## src/hw/rtl/rcppm_pkg.sv

```systemverilog
`timescale 1ns / 1ps
`default_nettype none

package rcppm_pkg;

   // field widths of the transaction payloads and registers
   localparam int unsigned CH_IDX_W  = 3;
   localparam int unsigned CH_VAL_W  = 12;
   localparam int unsigned PW_W      = 12;
   localparam int unsigned FL_W      = 16;
   localparam int unsigned CNT_W     = 16;
   localparam int unsigned SEG_OUT_W = 5;
   localparam int unsigned CSR_IDX_W = 2;
   localparam int unsigned CSR_DAT_W = 16;

   // request kinds
   localparam logic REQ_TICK  = 1'b0;
   localparam logic REQ_WRITE = 1'b1;

   // register indexes
   localparam logic [CSR_IDX_W-1:0] CSR_ENABLE       = 2'd0;
   localparam logic [CSR_IDX_W-1:0] CSR_PULSE_WIDTH  = 2'd1;
   localparam logic [CSR_IDX_W-1:0] CSR_FRAME_LENGTH = 2'd2;

   // register reset values
   localparam logic [PW_W-1:0] PW_RESET = 12'd500;
   localparam logic [FL_W-1:0] FL_RESET = 16'd20000;

   typedef struct packed {
      logic                req_type;
      logic [CH_IDX_W-1:0] channel_index;
      logic [CH_VAL_W-1:0] channel_value;
   } item_type;

   typedef struct packed {
      logic                 ppm_level;
      logic                 frame_start;
      logic [SEG_OUT_W-1:0] segment_now;
   } result_type;

   typedef struct packed {
      logic            enable;
      logic [PW_W-1:0] pulse_width;
      logic [FL_W-1:0] frame_length;
   } cfg_type;

endpackage

`default_nettype wire

```

## src/hw/rtl/rc_ppm_frame_generator.sv

```systemverilog
// rc_ppm_frame_generator: pulse-position frame encoder for one output pin.
// Request channel (req_*): each transaction is either one microsecond tick
// (req_type = 0) or a write of one stored channel value (req_type = 1).
// Every request transaction gives exactly one response transaction (rsp_*)
// with the pin level, a frame-start flag and the segment being played.
// Register channel (csr_*): enable, pulse_width, frame_length, always ready;
// writing enable sends the sequencer back to segment zero, pin low.
// A request is first held in the input register, is processed by the
// sequencer when the skid entry is free, and its response is registered in
// the output register or the skid entry before rsp_valid shows it.
// Throughput: one transaction per cycle while the skid entry is free; the tick
// path is a down-counter with one subtract-and-compare for the next duration,
// all in a single stage. When the receiver stalls, a two-entry response
// buffer (output register plus skid) keeps taking work; req_ready drops only
// when both are full and the input register holds a transaction.
// Reset (synchronous): channel values zero, enable off, pulse_width 500,
// frame_length 20000, all buffers empty.
`timescale 1ns / 1ps
`default_nettype none

module rc_ppm_frame_generator #(
   parameter int NUM_CHANNELS = 8
) (
   input  wire logic                                 clock,
   input  wire logic                                 reset,
   input  wire logic                                 req_valid,
   output logic                                      req_ready,
   input  wire logic                                 req_type,
   input  wire logic [rcppm_pkg::CH_IDX_W-1:0]       req_channel_index,
   input  wire logic [rcppm_pkg::CH_VAL_W-1:0]       req_channel_value,
   output logic                                      rsp_valid,
   input  wire logic                                 rsp_ready,
   output logic                                      rsp_ppm_level,
   output logic                                      rsp_frame_start,
   output logic [rcppm_pkg::SEG_OUT_W-1:0]           rsp_segment_now,
   input  wire logic                                 csr_valid,
   output logic                                      csr_ready,
   input  wire logic [rcppm_pkg::CSR_IDX_W-1:0]      csr_index,
   input  wire logic [rcppm_pkg::CSR_DAT_W-1:0]      csr_data
);
   import rcppm_pkg::*;

   cfg_type    cfg_ff;
   logic       csr_fire;
   logic       seq_clear;

   item_type   item_ff;
   logic       in_valid_ff;
   logic       advance;

   result_type result;
   result_type rsp_ff;
   result_type skid_ff;
   logic       rsp_valid_ff;
   logic       skid_valid_ff;
   logic       pop;

   // register writes
   assign csr_ready = 1'b1;
   assign csr_fire  = csr_valid && csr_ready;
   assign seq_clear = csr_fire && (csr_index == CSR_ENABLE);

   always_ff @(posedge clock) begin
      if (reset) begin
         cfg_ff.enable       <= 1'b0;
         cfg_ff.pulse_width  <= PW_RESET;
         cfg_ff.frame_length <= FL_RESET;
      end else if (csr_fire) begin
         unique case (csr_index)
            CSR_ENABLE:       cfg_ff.enable       <= csr_data[0];
            CSR_PULSE_WIDTH:  cfg_ff.pulse_width  <= csr_data[PW_W-1:0];
            CSR_FRAME_LENGTH: cfg_ff.frame_length <= csr_data[FL_W-1:0];
            default:          cfg_ff <= cfg_ff;
         endcase
      end
   end

   // input register
   assign advance   = in_valid_ff && !skid_valid_ff;
   assign req_ready = !in_valid_ff || !skid_valid_ff;

   always_ff @(posedge clock) begin
      if (reset) begin
         in_valid_ff <= 1'b0;
      end else if (req_valid && req_ready) begin
         in_valid_ff <= 1'b1;
      end else if (advance) begin
         in_valid_ff <= 1'b0;
      end
   end

   always_ff @(posedge clock) begin
      if (req_valid && req_ready) begin
         item_ff.req_type      <= req_type;
         item_ff.channel_index <= req_channel_index;
         item_ff.channel_value <= req_channel_value;
      end
   end

   // frame sequencer
   rcppm_seq #(
      .NUM_CHANNELS(NUM_CHANNELS)
   ) u_seq (
      .clock      (clock),
      .reset      (reset),
      .step_valid (advance),
      .item       (item_ff),
      .cfg        (cfg_ff),
      .seq_clear  (seq_clear),
      .result     (result)
   );

   // response register with skid entry
   assign pop = rsp_valid_ff && rsp_ready;

   always_ff @(posedge clock) begin
      if (reset) begin
         rsp_valid_ff  <= 1'b0;
         skid_valid_ff <= 1'b0;
      end else if (pop) begin
         if (skid_valid_ff) begin
            rsp_valid_ff  <= 1'b1;
            skid_valid_ff <= 1'b0;
         end else begin
            rsp_valid_ff  <= advance;
         end
      end else if (advance) begin
         if (rsp_valid_ff) begin
            skid_valid_ff <= 1'b1;
         end else begin
            rsp_valid_ff  <= 1'b1;
         end
      end
   end

   always_ff @(posedge clock) begin
      if (pop) begin
         if (skid_valid_ff) begin
            rsp_ff <= skid_ff;
         end else if (advance) begin
            rsp_ff <= result;
         end
      end else if (advance) begin
         if (rsp_valid_ff) begin
            skid_ff <= result;
         end else begin
            rsp_ff  <= result;
         end
      end
   end

   assign rsp_valid       = rsp_valid_ff;
   assign rsp_ppm_level   = rsp_ff.ppm_level;
   assign rsp_frame_start = rsp_ff.frame_start;
   assign rsp_segment_now = rsp_ff.segment_now;

   // skid entry is only used behind a full output register
   a_skid_order: assert property (@(posedge clock) disable iff (reset)
      skid_valid_ff |-> rsp_valid_ff)
      else $error("skid entry valid with empty output register");

   // frame start is always a low separator in segment zero
   a_frame_start: assert property (@(posedge clock) disable iff (reset)
      (rsp_valid_ff && rsp_ff.frame_start) |->
         (!rsp_ff.ppm_level && (rsp_ff.segment_now == '0)))
      else $error("frame start outside low segment zero");

   // a full pipeline must stall the request side
   a_full_stall: assert property (@(posedge clock) disable iff (reset)
      (in_valid_ff && skid_valid_ff) |-> !req_ready)
      else $error("request accepted with no room");

   // an unread response that is not popped stays put
   a_rsp_hold: assert property (@(posedge clock) disable iff (reset)
      (rsp_valid_ff && !rsp_ready) |=> (rsp_valid_ff && $stable(rsp_ff)))
      else $error("stalled response changed");

endmodule

`default_nettype wire

```

## src/hw/rtl/rcppm_seq.sv

```systemverilog
`timescale 1ns / 1ps
`default_nettype none

module rcppm_seq #(
   parameter int NUM_CHANNELS = 8
) (
   input  wire logic                  clock,
   input  wire logic                  reset,
   input  wire logic                  step_valid,
   input  wire rcppm_pkg::item_type   item,
   input  wire rcppm_pkg::cfg_type    cfg,
   input  wire logic                  seq_clear,
   output rcppm_pkg::result_type      result
);
   import rcppm_pkg::*;

   localparam int SEG_COUNT = 2 * NUM_CHANNELS + 2;
   localparam int SEG_W     = $clog2(SEG_COUNT);
   localparam int CH_W      = (NUM_CHANNELS > 1) ? $clog2(NUM_CHANNELS) : 1;

   logic [CH_VAL_W-1:0] store_ff [NUM_CHANNELS];
   logic [CH_VAL_W-1:0] store_in [NUM_CHANNELS];
   logic [SEG_W-1:0]    seg_ff, seg_in;
   logic [CNT_W-1:0]    ticks_ff, ticks_in;
   logic [CNT_W-1:0]    next_dur_ff, next_dur_in;
   logic [CNT_W-1:0]    sum_ff, sum_in;
   logic                level_ff, level_in;
   logic                running_ff, running_in;

   logic [SEG_W-1:0]    seg_next;
   logic [CNT_W-1:0]    sum_base;
   logic [CNT_W-1:0]    ch_val;
   logic [CNT_W-1:0]    pw_ext;
   logic [CNT_W-1:0]    chan_dur;
   logic [CNT_W-1:0]    sync_dur;
   logic [CNT_W-1:0]    pw_len;
   logic [CNT_W-1:0]    odd_len;
   logic [CNT_W-1:0]    seg_len;

   // segment that starts when the current one runs out
   always_comb begin
      if (!running_ff || (seg_ff >= SEG_W'(SEG_COUNT - 1))) begin
         seg_next = '0;
      end else begin
         seg_next = seg_ff + SEG_W'(1);
      end
   end

   // durations latched when an even segment starts
   assign sum_base = (seg_next == '0) ? '0 : sum_ff;
   assign ch_val   = CNT_W'(store_ff[CH_W'(seg_next >> 1)]);
   assign pw_ext   = CNT_W'(cfg.pulse_width);
   assign chan_dur = (ch_val > pw_ext) ? (ch_val - pw_ext) : CNT_W'(1);
   assign sync_dur = (cfg.frame_length > sum_base) ? (cfg.frame_length - sum_base)
                                                   : CNT_W'(1);
   assign pw_len   = (pw_ext == '0) ? CNT_W'(1) : pw_ext;
   assign odd_len  = (next_dur_ff == '0) ? CNT_W'(1) : next_dur_ff;
   assign seg_len  = seg_next[0] ? odd_len : pw_len;

   // next state and result of the transaction in hand
   always_comb begin
      store_in    = store_ff;
      seg_in      = seg_ff;
      ticks_in    = ticks_ff;
      next_dur_in = next_dur_ff;
      sum_in      = sum_ff;
      level_in    = level_ff;
      running_in  = running_ff;
      result      = '0;
      if (item.req_type == REQ_WRITE) begin
         if (32'(item.channel_index) < NUM_CHANNELS) begin
            store_in[CH_W'(item.channel_index)] = item.channel_value;
         end
         result.ppm_level   = level_ff;
         result.segment_now = SEG_OUT_W'(seg_ff);
      end else if (!cfg.enable) begin
         seg_in      = '0;
         ticks_in    = '0;
         next_dur_in = '0;
         sum_in      = '0;
         level_in    = 1'b0;
         running_in  = 1'b0;
      end else if (!running_ff || (ticks_ff == '0)) begin
         running_in = 1'b1;
         seg_in     = seg_next;
         level_in   = seg_next[0];
         ticks_in   = seg_len - CNT_W'(1);
         if (!seg_next[0]) begin
            sum_in = sum_base;
            if (seg_next == SEG_W'(SEG_COUNT - 2)) begin
               next_dur_in = sync_dur;
            end else begin
               next_dur_in = chan_dur;
               sum_in      = sum_base + ch_val;
            end
         end
         result.ppm_level   = seg_next[0];
         result.frame_start = (seg_next == '0);
         result.segment_now = SEG_OUT_W'(seg_next);
      end else begin
         ticks_in           = ticks_ff - CNT_W'(1);
         result.ppm_level   = level_ff;
         result.segment_now = SEG_OUT_W'(seg_ff);
      end
   end

   // sequencer state
   always_ff @(posedge clock) begin
      if (reset) begin
         for (int i = 0; i < NUM_CHANNELS; i++) begin
            store_ff[i] <= '0;
         end
         seg_ff      <= '0;
         ticks_ff    <= '0;
         next_dur_ff <= '0;
         sum_ff      <= '0;
         level_ff    <= 1'b0;
         running_ff  <= 1'b0;
      end else if (seq_clear) begin
         seg_ff      <= '0;
         ticks_ff    <= '0;
         next_dur_ff <= '0;
         sum_ff      <= '0;
         level_ff    <= 1'b0;
         running_ff  <= 1'b0;
      end else if (step_valid) begin
         store_ff    <= store_in;
         seg_ff      <= seg_in;
         ticks_ff    <= ticks_in;
         next_dur_ff <= next_dur_in;
         sum_ff      <= sum_in;
         level_ff    <= level_in;
         running_ff  <= running_in;
      end
   end

   // pin stays low while the sequencer is idle
   a_idle_low: assert property (@(posedge clock) disable iff (reset)
      !running_ff |-> !level_ff)
      else $error("pin high while sequencer idle");

   // segment index never leaves the frame
   a_seg_range: assert property (@(posedge clock) disable iff (reset)
      32'(seg_ff) < SEG_COUNT)
      else $error("segment index out of range");

   // while running, odd segments are high and even segments low
   a_level_parity: assert property (@(posedge clock) disable iff (reset)
      running_ff |-> (level_ff == seg_ff[0]))
      else $error("pin level does not match segment parity");

endmodule

`default_nettype wire
```

## config.mk

```make
export PLATFORM = sky130hd
export DESIGN_NAME = rc_ppm_frame_generator
export DESIGN_NICKNAME = d
export VERILOG_FILES = /design/src/hw/rtl/rcppm_pkg.sv /design/src/hw/rtl/rc_ppm_frame_generator.sv /design/src/hw/rtl/rcppm_seq.sv
export SDC_FILE = /design/constraint.sdc
export NUM_CORES = 1
export LEC_CHECK = 0
export BUFFER_PORTS_ARGS = -buffer_cell sky130_fd_sc_hd__buf_2
export CAP_MARGIN = 5
export CELL_PAD_IN_SITES_DETAIL_PLACEMENT = 1
export CELL_PAD_IN_SITES_GLOBAL_PLACEMENT = 1
export CORE_MARGIN = 3
export CORE_UTILIZATION = 35
export CTS_BUF_LIST = sky130_fd_sc_hd__clkbuf_8
export CTS_CLUSTER_SIZE = 25
export DETAILED_ROUTE_END_ITERATION = 10
export PLACE_DENSITY = 0.68
export SETUP_SLACK_MARGIN = 0.1
export SYNTH_ARGS = -nofsm -noshare
export SYNTH_HDL_FRONTEND = slang
export SYNTH_HIERARCHICAL = 1
export SYNTH_SLANG_ARGS = --single-unit
```

## constraint.sdc

```tcl
create_clock -name clock -period 6.4 [get_ports clock]
set_input_delay 0.32 -clock clock [delete_from_list [all_inputs] [get_ports clock]]
set_output_delay 0.32 -clock clock [all_outputs]
set_load 0.005 [all_outputs]
```

==> flow_summary.ini <==
[drt]
post-route-drc-count = 0
drt_iter0_drc = 483
wire_per_inst_um = 18.9
routed_wl_um = 36100
antenna_left = 0
vias_per_cell = 5.31
vias = 10100
firstDrtPassIters = 5

[yosys]
netlist.top_cell.by_area = dfxtp_1
synth.top_cell.area_share_pct = 32.0
synth_edf_count = 30
yosysSeqAreaShare_pct = 39.9
synth_nets = 1491
synth_flop_cell = dfxtp_1
synth_area_per_cell_sq_um = 8.15
netlist_area_sq_mm = 0.0114
syn-instance-count = 1404
async_flop_share_pct = 0
ys_ff_latch = 213
ys_top_cells_by_area = dfxtp_1 (32%), nand2_1 (8.1%), edfxtp_1 (7.9%), mux2i_1 (6.9%), nor2_1 (5.6%)
synthDistinctLibCells = 78
ys_warn_count = 6

[power_and_ir_drop]
netSwitchingFraction_pct = 25.3
power.share.combinational_pct = 5.9
ir_drop_v = 0.000107
seqPwrFrac_pct = 47.7
p_clk_share_pct = 46.4
power.internal_mw = 2.20
leakage_nw = 5.37
finalPower_mw = 2.95
p_sw_mw = 0.746
cellPowerDensity_mw_per_mm2 = 226

[worst_setup_path]
reg2reg_depth = 21
crit_fanout = 50
cp_data_arrival_time_ns = 6.01
critPathKind = reg -> reg
r2r_end = u_seq/next_dur_ff[0]
crit_start = u_seq/seg_ff[1]
worstSetupEndpointType = flip-flop
reg2reg_slack_ns = 0.82
cp.required_ns = 6.84
crit_end = u_seq/next_dur_ff[0]
timing.rr.start = u_seq/seg_ff[1]
startpoint_type = flip-flop

[global_routing]
first_global_vias = 10400
met1_usage_pct = 27.1
grt_max_degree = 101
grt_pass1_wl_um = 57900
busiest_layer = met2
met2_usage_pct = 34.1
grt_overflow = 0
antenna_found_initial = 0
grt_usage_pct = 20.4
grt_use_met3_pct = 3.04

[clock_tree]
ctsLongestPathBuffers = 3
clk_pin_slew_ns = 0.06
cts_root_buf = clkbuf_8
clock-sinks = 213
cts_tree = built
ctsResizeCount = 0
insertion_delay_ns = 0.54
postCtsHoldBufs = 20
cts_max_level = 2
postCtsSetupBuffers = 0
cts-buffers-inserted = 42

[sta]
rsz0062_at_grt = false
hold_viol = 0
maxSlewViolCount = 0
final.setup.tns_ns = 0
slew_headroom_pct = 19.3
max_clock_freq_mhz = 179
fin_skew_ns = 0.0142
min_period_over_period_pct = 87.1
finalWorstSetupSlack_ns = 0.825
period_minus_slack_ns = 5.58
finalSetupViolations = 0
worstMarginPinSlew_ns = 1.21

[finish]
final_area_sq_mm = 0.0130
final_common_cell = nand2_1
mostFrequentLayoutCells = nand2_1 (248), dfxtp_1 (183), nor2_1 (170), a21oi_1 (81)
diodes = 0
drive_above_1_share_pct = 10.9
utilization_pct = 40.9
finalNetCount = 1530
synthToLayoutAreaGrowth_pct = 13.9

[place]
dp_hpwl_um = 25300
io_buffers = 47
gp_congestion = 0.872
post-place-ws_ns = 0.885
placed_area_sq_mm = 0.0120

[floorplanning]
core_area_sq_mm = 0.0319
io_pins = 49
fp.dieH_um = 187
fp.dieW_um = 187
dieArea_sq_mm = 0.0349
rows = 65
start_util_pct = 35.9

[hold_path]
hold_class = in -> reg

[flow_run]
maxCapViolations = 0

[outcome]
status = completed
==> routing by layer <==
layer	vias to the layer above	part of all wire (%)
met4	0	2.8
met3	65	3.7
met2	172	47
li1	4946	-
met1	4964	47
met5	-	0
==> power by group through the flow <==
stage	Sequential, mW	Combinational, mW	Clock [mW]
after floorplan	1.42	0.120	0
after global placement	1.43	0.161	0
after detailed placement	1.44	0.164	0
after CTS	1.41	0.174	1.41
after global routing	1.41	0.192	1.48
final	1.41	0.175	1.37
==> through the flow <==
stage	hold WS (ns)	instances
floorplan	0.419	1404
global placement	0.441	1814
detailed placement	0.446	1814
CTS	0.00652	1911
global route	0.0140	1911
finish	0.0235	1911
==> cells by family after synthesis <==
| kind of cell | Yosys count | share of synthesized area [%] |
|---|---|---|
| multiplexers | 91 | 8.22 |
| buffers and inverters | 124 | 4.57 |
| other | 1 | 0.0328 |
| flip-flops | 213 | 39.9 |
| XOR/XNOR | 44 | 3.37 |
| AO/OA/AOI/OAI | 262 | 14.2 |
| adder cells (fa/ha/maj) | 48 | 5.44 |
| AND/OR/NAND/NOR | 621 | 24.3 |
==> state kept, by name, indices dropped and copies added, names as in the netlist <==
name / flops
rsp_segment_now: 5
u_seq/level_ff: 1
u_seq/sum_ff: 16
rsp_frame_start: 1
u_seq/next_dur_ff: 16
u_seq/store_ff: 96
rsp_valid: 1
skid_valid_ff: 1
rsp_ppm_level: 1
in_valid_ff: 1
item_ff: 16
u_seq/running_ff: 1
skid_ff: 7
u_seq/ticks_ff: 16
u_seq/seg_ff: 5
cfg_ff: 29
==> how the worst min path moves through the flow <==
| stage | from | end | slack [ns] | cells after the start |
|---|---|---|---|---|
| after floorplan | req_channel_value[0] | item_ff[0] | 0.42 | 0 |
| after global placement | u_seq/sum_ff[7] | u_seq/sum_ff[7] | 0.44 | 2 |
| after detailed placement | u_seq/sum_ff[7] | u_seq/sum_ff[7] | 0.45 | 2 |
| after CTS | csr_data[10] | cfg_ff[10] | 0.007 | 3 |
| after global routing | csr_data[10] | cfg_ff[10] | 0.01 | 3 |
| final | csr_data[10] | cfg_ff[10] | 0.02 | 3 |
==> cell type report <==
class / instances / area [sq um]
clock buffers: 54 / 743
clock inverters: 23 / 103
fillers: 3867 / 18800
inverters: 36 / 135
multi-input cells: 1067 / 6390
flip-flops and latches: 213 / 4560
well taps: 435 / 544
repair buffers: 83 / 558
==> synthesized netlist by cell type (all sizes together), types with 5 or more instances <==
cell type  number
dfxtp         183
nor4           11
nor2          171
mux2           11
or2             6
a21o           12
nand2         249
o21ai          85
clkbuf         64
nand3          71
nand4           8
xor2           16
xnor2          28
inv            36
a22o            7
and3            5
nand3b          9
o21a           12
a22oi          18
ha             45
nand2b         15
or3             6
buf            24
a211oi          7
mux2i          80
a21oi          81
nor3           45
a31oi           6
nor2b           7
edfxtp         30
==> worst max-delay path: stages (launching register included) <==
cell	delay (ns)
dfxtp_1	0.48
inv_1	0.13
ha_1	0.24
or4_1	0.44
o21ai_2	0.30
nand3b_1	0.18
buf_4	0.34
nor2_1	0.17
nor2_1	0.06
o21ai_0	0.14
o21ai_0	0.13
buf_4	0.19
ha_1	0.30
nor2b_1	0.18
o31a_1	0.21
nor4_1	0.08
o41ai_1	0.71
a211oi_1	0.18
nor2_1	0.22
nor2_1	0.07
or4b_1	0.46
a32o_1	0.25
Note: power is estimated with default switching activity, not from simulation.
